File: config.mk
export PLATFORM = sky130hd
export DESIGN_NAME = swst_front
export DESIGN_NICKNAME = d
export VERILOG_FILES = /design/src/design/sliding_window_statistics_macros.svh /design/src/design/swst_front.sv
export SDC_FILE = /design/constraint.sdc
export NUM_CORES = 1
export LEC_CHECK = 0
export BUFFER_PORTS_ARGS = -buffer_cell sky130_fd_sc_hd__clkbuf_2
export CAP_MARGIN = 25
export CORE_ASPECT_RATIO = 1.5
export CORE_MARGIN = 2
export CORE_UTILIZATION = 51
export CTS_CLUSTER_DIAMETER = 80
export DETAILED_ROUTE_END_ITERATION = 6
export MAX_ROUTING_LAYER = met4
export PLACE_DENSITY = 0.78
export SYNTH_ARGS = -nofsm -noshare
export SYNTH_HDL_FRONTEND = slang
export SYNTH_SLANG_ARGS = --single-unit
File: constraint.sdc
create_clock -name clk -period 1.8 [get_ports clk]
set_input_delay 0.27 -clock clk [delete_from_list [all_inputs] [get_ports clk]]
set_output_delay 0.27 -clock clk [all_outputs]
set_load 0.1 [all_outputs]
File: src/design/sliding_window_statistics_macros.svh
// ----------------------------------------------------------------------------
// Sliding window statistics assertion macros
// Concurrent assertion forms used by the back end.
// ----------------------------------------------------------------------------
`ifndef SLIDING_WINDOW_STATISTICS_MACROS_SVH
`define SLIDING_WINDOW_STATISTICS_MACROS_SVH

// Same-cycle implication, disabled during reset.
`define SWS_ASSERT_IMPL(name, ck, rs, ante, cons) \
  name: assert property (@(posedge ck) disable iff (rs) (ante) |-> (cons)) \
    else $error("sliding window statistics assertion failed");

// Next-cycle implication, disabled during reset.
`define SWS_ASSERT_NEXT(name, ck, rs, ante, cons) \
  name: assert property (@(posedge ck) disable iff (rs) (ante) |=> (cons)) \
    else $error("sliding window statistics assertion failed");

`endif

File: src/design/swst_front.sv
// ----------------------------------------------------------------------------
// Sliding window statistics front end
// Accepts samples, keeps their low SAMPLE_BITS bits and holds them in a two-entry queue.
// ----------------------------------------------------------------------------
`timescale 1ns / 1ps

module swst_front #(
  parameter int SAMPLE_BITS = 24
) (
  input  logic                          clk,
  input  logic                          rst,
  input  logic                          sample_valid,
  output logic                          sample_stall,
  input  logic [23:0]                   sample,
  input  logic                          q_pop,
  output logic                          q_valid,
  output logic signed [SAMPLE_BITS-1:0] q_sample
);

  logic signed [SAMPLE_BITS-1:0] slot [2];
  logic                          wptr;
  logic                          rptr;
  logic [1:0]                    count;
  logic                          push;
  logic                          pop;

  assign sample_stall = (count == 2'd2);
  assign q_valid      = (count != 2'd0);
  assign q_sample     = slot[rptr];
  assign push         = sample_valid && !sample_stall;
  assign pop          = q_pop && q_valid;

  always_ff @(posedge clk) begin
    if (rst) begin
      wptr  <= 1'b0;
      rptr  <= 1'b0;
      count <= 2'd0;
    end else begin
      if (push) begin
        wptr <= ~wptr;
      end
      if (pop) begin
        rptr <= ~rptr;
      end
      count <= count + 2'(push) - 2'(pop);
    end
  end

  // Only the low SAMPLE_BITS bits carry the sample.
  always_ff @(posedge clk) begin
    if (push) begin
      slot[wptr] <= sample[SAMPLE_BITS-1:0];
    end
  end

endmodule

# [Word level (Yosys, flattened, before mapping)]
# Memories as Yosys holds them, arrays and structs flattened. A register that Yosys moved wholly into a read port is not among the register bits.
# Cells that the tools add are included.
[totals] ff_bits=4 latch_bits=0 ram_bits=48 mem_bits_ro=0 input_bits=28 output_inout_bits=26 wordCells=17 mem_count=1
[mem_list] name="slot" depth=2 word_bits=24 rd=1 rd_clocked_by_memory_dff=1 write_ports=1 line="swst_front.sv:20" text="logic signed [SAMPLE_BITS-1:0] slot [2];"
[op_classes] addsub=2 multipliers=0 div=0 n_lt_le_gt_ge=0 n_eq_ne=1 shift=0 mux=4 bitwise_logic=2 n_reduce_logical=4
[ops] op="1-bit two-way mux" n=4
[ops] op="2-bit by 1-bit adder with 2-bit output" n=1
[ops] op="2-bit == test (second input constant)" n=1
[ops] op="1-bit logical AND" n=2
[ops] op="1-bit NOT" n=2
[ops] op="2-bit nonzero test" n=1
[ops] op="2-bit by 1-bit subtractor with 2-bit output" n=1
[ops] op="1-bit zero test" n=1

# [Longest topological paths before layout]
# Gate-level depths: netlist (run 1).
[logic_depth] word_depth=5 depth_mapped=8 depth_no_buf=8

# [Worst setup path before layout (run 1)]
# No wires, ideal clock.
[synth_timing] path_type="register to register" from="register count[0]" to="memory slot[0][0], enable pin" setup_ps=379 arrival_time_ps=1550 t_required_ps=1421 path_slack_ps=-129 path_stages_with_launch=5 n_path_buf=0 period_less_slack_ps=1929 cell_sequence="dfxtp_1 nand2b_2 inv_2 or3_1 inv_1"
[synth_between] elab_chain_len=5
[synth_rtl] element="start, declared" line="swst_front.sv:23" text="logic [1:0] count;"
[synth_rtl] element="start signal, assigned" line="swst_front.sv:45" text="count <= count + 2'(push) - 2'(pop);"
[synth_rtl] element="2-bit == test" line="swst_front.sv:27" text="assign sample_stall = (count == 2'd2);"
[synth_rtl] element="named net sample_stall" line="swst_front.sv:13" text="output logic sample_stall,"
[synth_rtl] element="1-bit zero test" line="swst_front.sv:30" text="assign push = sample_valid && !sample_stall;"
[synth_rtl] element="1-bit logical AND" line="swst_front.sv:30"
[synth_rtl] element="1-bit two-way mux" line="swst_front.sv:51" text="if (push) begin"
[synth_rtl] element="1-bit two-way mux (not written as such)" line="swst_front.sv:52" text="slot[wptr] <= sample[SAMPLE_BITS-1:0];"
[synth_rtl] element="end, declared" line="swst_front.sv:20"
# The timed path passes the listed nets, and every way through them passes these cells.

==> results of run 1 <==
sequential cells by signal, indices dropped and copies added (netlist names), named ones only:
name,count
slot,48
count,2
rptr,1
wptr,1
cells by family after synthesis:
logic type	count (synthesis)	synth area share
multiplexers	24	0.137
AND/OR/NAND/NOR	9	0.0255
AO/OA/AOI/OAI	3	0.00954
adder cells (fa/ha/maj)	2	0.0127
buffers and inverters	7	0.0178
flip-flops	53	0.784
XOR/XNOR	3	0.0134
per-layer routing:
metal	GRT usage	routed length (um)	share of wire
met1	0.163	1080	0.33
met2	0.306	1930	0.60
met3	0.0353	166	0.051
met4	0.0700	59	0.018
met5	-	0	0
layout by cell type, fill, tap and decap left out:
cell type and n:
sky130_fd_sc_hd__clkinvlp_4 3, sky130_fd_sc_hd__o21a_2 1, sky130_fd_sc_hd__mux2_1 24, sky130_fd_sc_hd__buf_4 2, sky130_fd_sc_hd__inv_2 1, sky130_fd_sc_hd__nand2b_2 1
sky130_fd_sc_hd__ha_1 2, sky130_fd_sc_hd__nor2_1 3, sky130_fd_sc_hd__buf_12 24, sky130_fd_sc_hd__edfxtp_1 48, sky130_fd_sc_hd__bufinv_16 1, sky130_fd_sc_hd__or2_2 1
sky130_fd_sc_hd__xor2_1 1, sky130_fd_sc_hd__xnor2_1 2, sky130_fd_sc_hd__clkbuf_8 5, sky130_fd_sc_hd__inv_1 2, sky130_fd_sc_hd__dfxtp_1 5, sky130_fd_sc_hd__clkinv_1 1
sky130_fd_sc_hd__nor2b_1 1, sky130_fd_sc_hd__and3_2 1, sky130_fd_sc_hd__o21ai_0 1, sky130_fd_sc_hd__a21oi_1 1, sky130_fd_sc_hd__or3_1 1, sky130_fd_sc_hd__clkbuf_2 29
sky130_fd_sc_hd__nand2_1 1
worst max-delay path, delay by kind of cell (launching register included):
family	cells	cell delay (ns)
DFF	1	0.35
muxes	1	0.41
buffers and inverters	2	0.43
power groups by stage:
stage               Sequential, uW  Clock [uW]  Combinational, uW
floorplan                     1590           0               1750
global placement              1600           0               2590
detailed placement            1620           0               2630
CTS                           1590         764               2630
global route                  1600         815               2710
finish                        1590         750               2620
layout make-up:
cell class	instances	share of cell area
clock buffers	5	0.0249
clock inverters	3	0.0149
inverters	4	0.00679
multi-input cells	41	0.141
flip-flops and latches	53	0.558
well taps	43	0.0195
repair buffers	55	0.232
repair inverters	1	0.00272
worst min path at each step:
stage,from,end
after global placement,sample[3],slot[1][3]
after detailed placement,sample[3],slot[1][3]
after floorplan,rst,wptr
after CTS,sample[2],slot[0][2]
after global routing,sample[18],slot[1][18]
final,sample[2],slot[0][2]
per-stage QoR:
stage	setup slack [ns]	instance area [um2]	power, uW	util
after floorplan	0.0150	1970	3350	-
after global placement	0.186	2650	4190	0.718
after detailed placement	0.0677	2650	4250	0.718
after CTS	0.0182	2760	4990	0.748
after global routing	0.00557	2760	5130	0.750
final	0.0582	2760	4950	0.750
timing repair:
| item | in CTS | in global routing |
|---|---|---|
| setup endpoints to repair | 0 | 14 |
| gates resized for setup | 0 | 1 |
| hold endpoints to repair | 0 | 0 |
==> results_dict.tcl, run 1 <==
set metrics [dict create \
    outcome "finished clean" \
    post-synth-top-area-fraction 0.733 \
    first_global_vias 1104 \
    max_slew_headroom_at_the_worst_pin 0.638 \
    synth_sequential_area_ratio 0.784 \
    clk_pin_slew_worst_paths_ns 0.08 \
    placed_cells 196 \
    path_cells "buf_4 > mux2_1 > buf_12" \
    number_of_max_cap_violations 0 \
    setup.reg_to_reg.worst_slack_ns 0.15 \
    final-setup-viol-count 0 \
    routed-via-count 1029 \
    cts.repair_timing.setup_buffer_count 0 \
    cp-end-kind "output port" \
    tritoncts "done" \
    later_pin_clock_latency_in_the_skew_report_ns 0.29 \
    clock_tree.buffer_depth 2 \
    worstPathMaxFanout 15 \
    setup-tns-final_ns 0 \
    start_util 0.534 \
    synth.distinct_cells 20 \
    worstReg2RegStart "count[0]" \
    p_switching_uw 2170 \
    critical-path-max-stage-delay_ns 0.41 \
    detailed_place_hpwl_mm 2.46 \
    timing.critical_path.from_type "flip-flop" \
    multi_input_comb_area_um2 390 \
    worst_r2r_path_depth 4 \
    timing_worst_slew_pin_value_ns 0.545 \
    cts_sinks 53 \
    power_per_cell_area_nw_per_um2 1790 \
    io_buffers 53 \
    sequential_cell_area_um2 1540 \
    critical_path_arrival_ns 1.47 \
    viasPerCell 5.02 \
    placement_rows 27 \
    reg2reg_to "slot[0][3]" \
    die_height_um 80.1 \
    seq_power_share 0.321 \
    clk_root_buffer_cell "sky130_fd_sc_hd__clkbuf_8" \
    internal_power_uw 2790 \
    timing.final.hold_violations 0 \
    maxClockFrequency_mhz 574 \
    fp.coreArea_um2 3680 \
    antenna_violating_nets_post_route 0 \
    synthFlopType "sky130_fd_sc_hd__edfxtp_1" \
    cpMaxStageDelayCell "sky130_fd_sc_hd__mux2_1" \
    synthDominantAreaCellType "sky130_fd_sc_hd__edfxtp_1" \
    finalWirelength_mm 3.24 \
    globalRoute.totalOverflow 0 \
    timing.final.crit_share 0.968 \
    final_cell_count_no_fill 205 \
    async_sr_flop_fraction 0 \
    cts-buffers-inserted 5 \
    synth_edf_count 48 \
    yosys_warnings 0 \
    clkPwrFrac 0.151 \
    min-delay-path-class "input port to flip-flop" \
    power.switching_fraction 0.437 \
    global_route_wire_length_before_repair_mm 4.93 \
    min_delay_path_depth 1 \
    drt-pass1-iter-count 4 \
    die_ar_um2 4380 \
    post_synth_most_frequent_cells "sky130_fd_sc_hd__edfxtp_1, sky130_fd_sc_hd__mux2_1, sky130_fd_sc_hd__dfxtp_1, sky130_fd_sc_hd__inv_1, sky130_fd_sc_hd__nor2_1" \
    postSynthCellCount 101 \
    worst_clock_skew_ns 0.00526 \
    drive_above_1_share 0.426 \
    synth_nets 131 \
    endpoint "q_sample[7]" \
    ir_drop_mv 1.57 \
    wl_per_cell_um 15.8 \
    postSynthRegisterBits 53 \
    syn-cell-area_um2 1970 \
    synth_most_common_cell "sky130_fd_sc_hd__edfxtp_1" \
    fillCellCount 213 \
    htreeDepth 2 \
    final_period_minus_worst_setup_slack_ns 1.74 \
    path_class "flip-flop to output port" \
    iteration_0_drc_markers 24 \
    floorplan.die.width_um 54.7 \
    antenna_found_initial 0 \
    hold_ws_ns 0.162 \
    power.combinational.fraction 0.528 \
    report.final.slew_viol_count 0 \
    replace_congestion 0.711 \
    rsz_0062_raised_after_global_routing "no" \
    antenna-diode-count 0 \
    areaGrowthSynthToFinish_pct 40.5 \
    ios 54 \
    grt_use_total 0.169 \
    drc_errors 0 \
    maximum_number_of_pins_on_one_net_before_global_route_repair 25 \
    ctsHoldBuffers 0 \
    leakage_uw 0.00107 \
    critPathRequiredTime_ns 1.53 \
    synth_area_leaders "sky130_fd_sc_hd__edfxtp_1, sky130_fd_sc_hd__mux2_1, sky130_fd_sc_hd__dfxtp_1" \
    syn-mean-instance-area_um2 19.5 \
    layout.nets 191 \
]
No activity file was read; power rests on OpenSTA's default activity.
==> inputs of run 2 (changes only) <==
Settings changed: BUFFER_PORTS_ARGS -buffer_cell sky130_fd_sc_hd__clkbuf_2 to -buffer_cell sky130_fd_sc_hd__buf_2.
==> run 2 against run 1 <==
Net effect:
- hold slack got worse by 0.0014 ns
- core utilization fell by 0.71 points
- flip-flop and latch count did not move
- power fell by 2.9%
- setup slack improved by 0.043 ns
- maximum frequency rose by 2.5%
- clock power fell by 18%
- final cell count fell by 0.49%
- critical path depth did not move
- largest cell class unchanged
==> results_dict.tcl, run 2 (same netlist as run 1, synthesis figures left out) <==
set metrics [dict create \
    drive_above_1_share 0.435 \
    drt-pass1-iter-count 4 \
    worst_clock_skew_ns 0.00705 \
    cts-buffers-inserted 5 \
    start_util 0.534 \
    timing.final.crit_share 0.944 \
    path_cells "buf_6 > mux2_1 > buf_12" \
    cts_sinks 53 \
    floorplan.die.width_um 54.7 \
    clk_pin_slew_worst_paths_ns 0.09 \
    outcome "finished clean" \
    ctsHoldBuffers 0 \
    path_class "flip-flop to output port" \
    postCtsResizedCells 0 \
    drc_errors 0 \
    io_buffers 53 \
    leakage_uw 0.00106 \
    global_route_wire_length_before_repair_mm 4.97 \
    timing.critical_path.from_type "flip-flop" \
    later_pin_clock_latency_in_the_skew_report_ns 0.29 \
    finalWirelength_mm 3.23 \
    areaGrowthSynthToFinish_pct 39.1 \
    maxClockFrequency_mhz 589 \
    overall_power_uw 4810 \
    report.final.slew_viol_count 0 \
    timing_worst_slew_pin_value_ns 0.560 \
    largest-register "slot" \
    placement_rows 27 \
    grt_use_met1 0.164 \
    timing.final.hold_violations 0 \
    die_height_um 80.1 \
    crit_family "multiplexers" \
    met3_track_demand_over_resource 0.0353 \
    rsz_0062_raised_after_global_routing "no" \
    final_period_minus_worst_setup_slack_ns 1.70 \
    first_global_vias 1110 \
    detailed_place_hpwl_mm 2.44 \
    hold_ws_ns 0.160 \
    wl_per_cell_um 15.8 \
    antenna_found_initial 0 \
    fillCellCount 223 \
    antenna-diode-count 0 \
    layout.nets 190 \
    final_cell_mix "sky130_fd_sc_hd__edfxtp_1, sky130_fd_sc_hd__buf_2, sky130_fd_sc_hd__mux2_1, sky130_fd_sc_hd__buf_12, sky130_fd_sc_hd__clkbuf_8" \
    tritoncts "done" \
    replace_congestion 0.697 \
    viasPerCell 5.00 \
    number_of_max_cap_violations 0 \
    antenna_violating_nets_post_route 0 \
    layout_commonest_cell "sky130_fd_sc_hd__edfxtp_1" \
    critPathRequiredTime_ns 1.53 \
    routed-via-count 1019 \
    htreeDepth 2 \
    min-delay-path-class "input port to flip-flop" \
    fp.coreArea_um2 3680 \
    setup-tns-final_ns 0 \
    grt_use_total 0.169 \
    globalRouteMet2Util 0.314 \
    iteration_0_drc_markers 27 \
    gr-max-usage-layer "met2" \
    clock_tree.buffer_depth 2 \
    ios 54 \
    top_regs "slot (48), count (2)" \
    ir_drop_mv 1.24 \
    critical_path_arrival_ns 1.43 \
    maximum_number_of_pins_on_one_net_before_global_route_repair 25 \
    globalRoute.totalOverflow 0 \
    critical-path-max-stage-delay_ns 0.40 \
    cp-end-kind "output port" \
    final-setup-viol-count 0 \
    die_ar_um2 4380 \
    max_slew_headroom_at_the_worst_pin 0.626 \
    power_per_cell_area_nw_per_um2 1760 \
    clk_root_buffer_cell "sky130_fd_sc_hd__clkbuf_8" \
    cpMaxStageDelayCell "sky130_fd_sc_hd__mux2_1" \
    cp_num_buf_inv 2 \
    number_of_flip_flops_under_the_largest_register_name 48 \
    worstPathMaxFanout 15 \
    cts.repair_timing.setup_buffer_count 0 \
]
[run 2: area by class of cell]
class	count	area, um2	share of cell area
inverters	4	18.8	0.00686
repair buffers	55	644	0.235
clock buffers	5	68.8	0.0251
flip-flops and latches	53	1540	0.564
multi-input cells	41	390	0.143
well taps	43	53.8	0.0197
clock inverters	3	17.5	0.00640
[run 2: metal layers]
metal / part of all wire / wire [um]
met5: 0 / 0
met2: 0.61 / 1980
met1: 0.33 / 1060
met4: 0.012 / 39
met3: 0.048 / 155
[run 2: path summary, 6_finish.rpt]
check	start	endpoint	slack, ns	depth (start not counted)
worst max-delay path	flip-flop	q_sample[7]	0.10	3
worst min-delay path	sample[3]	slot[0][3]	0.16	1
worst max register to register	count[0]	slot[0][11]	0.12	4
worst min register to register	wptr	wptr	0.53	2
[run 2: worst register-to-register path: cells and delay by family (launching register included)]
family,cells,cell delay [ns]
flops,1,0.35
simple gates,2,0.51
buf+inv,2,0.46
[run 2: per-stage QoR]
step                      worst slack (ns)  cells   util  area, um2
final                                0.101    204  0.743       2740
after global routing                0.0348    204  0.743       2740
after CTS                           0.0406    204  0.742       2730
after detailed placement            0.0891    196  0.718       2650
after global placement               0.187    196  0.718       2650
after floorplan                     0.0150    101      -       1970
[run 2: report_power, final]
group          switching [uW]  total [uW]  internal (uW)
clock                     347         615            268
sequential               53.1        1590           1540
combinational            1760        2610            852
total                    2160        4810           2660
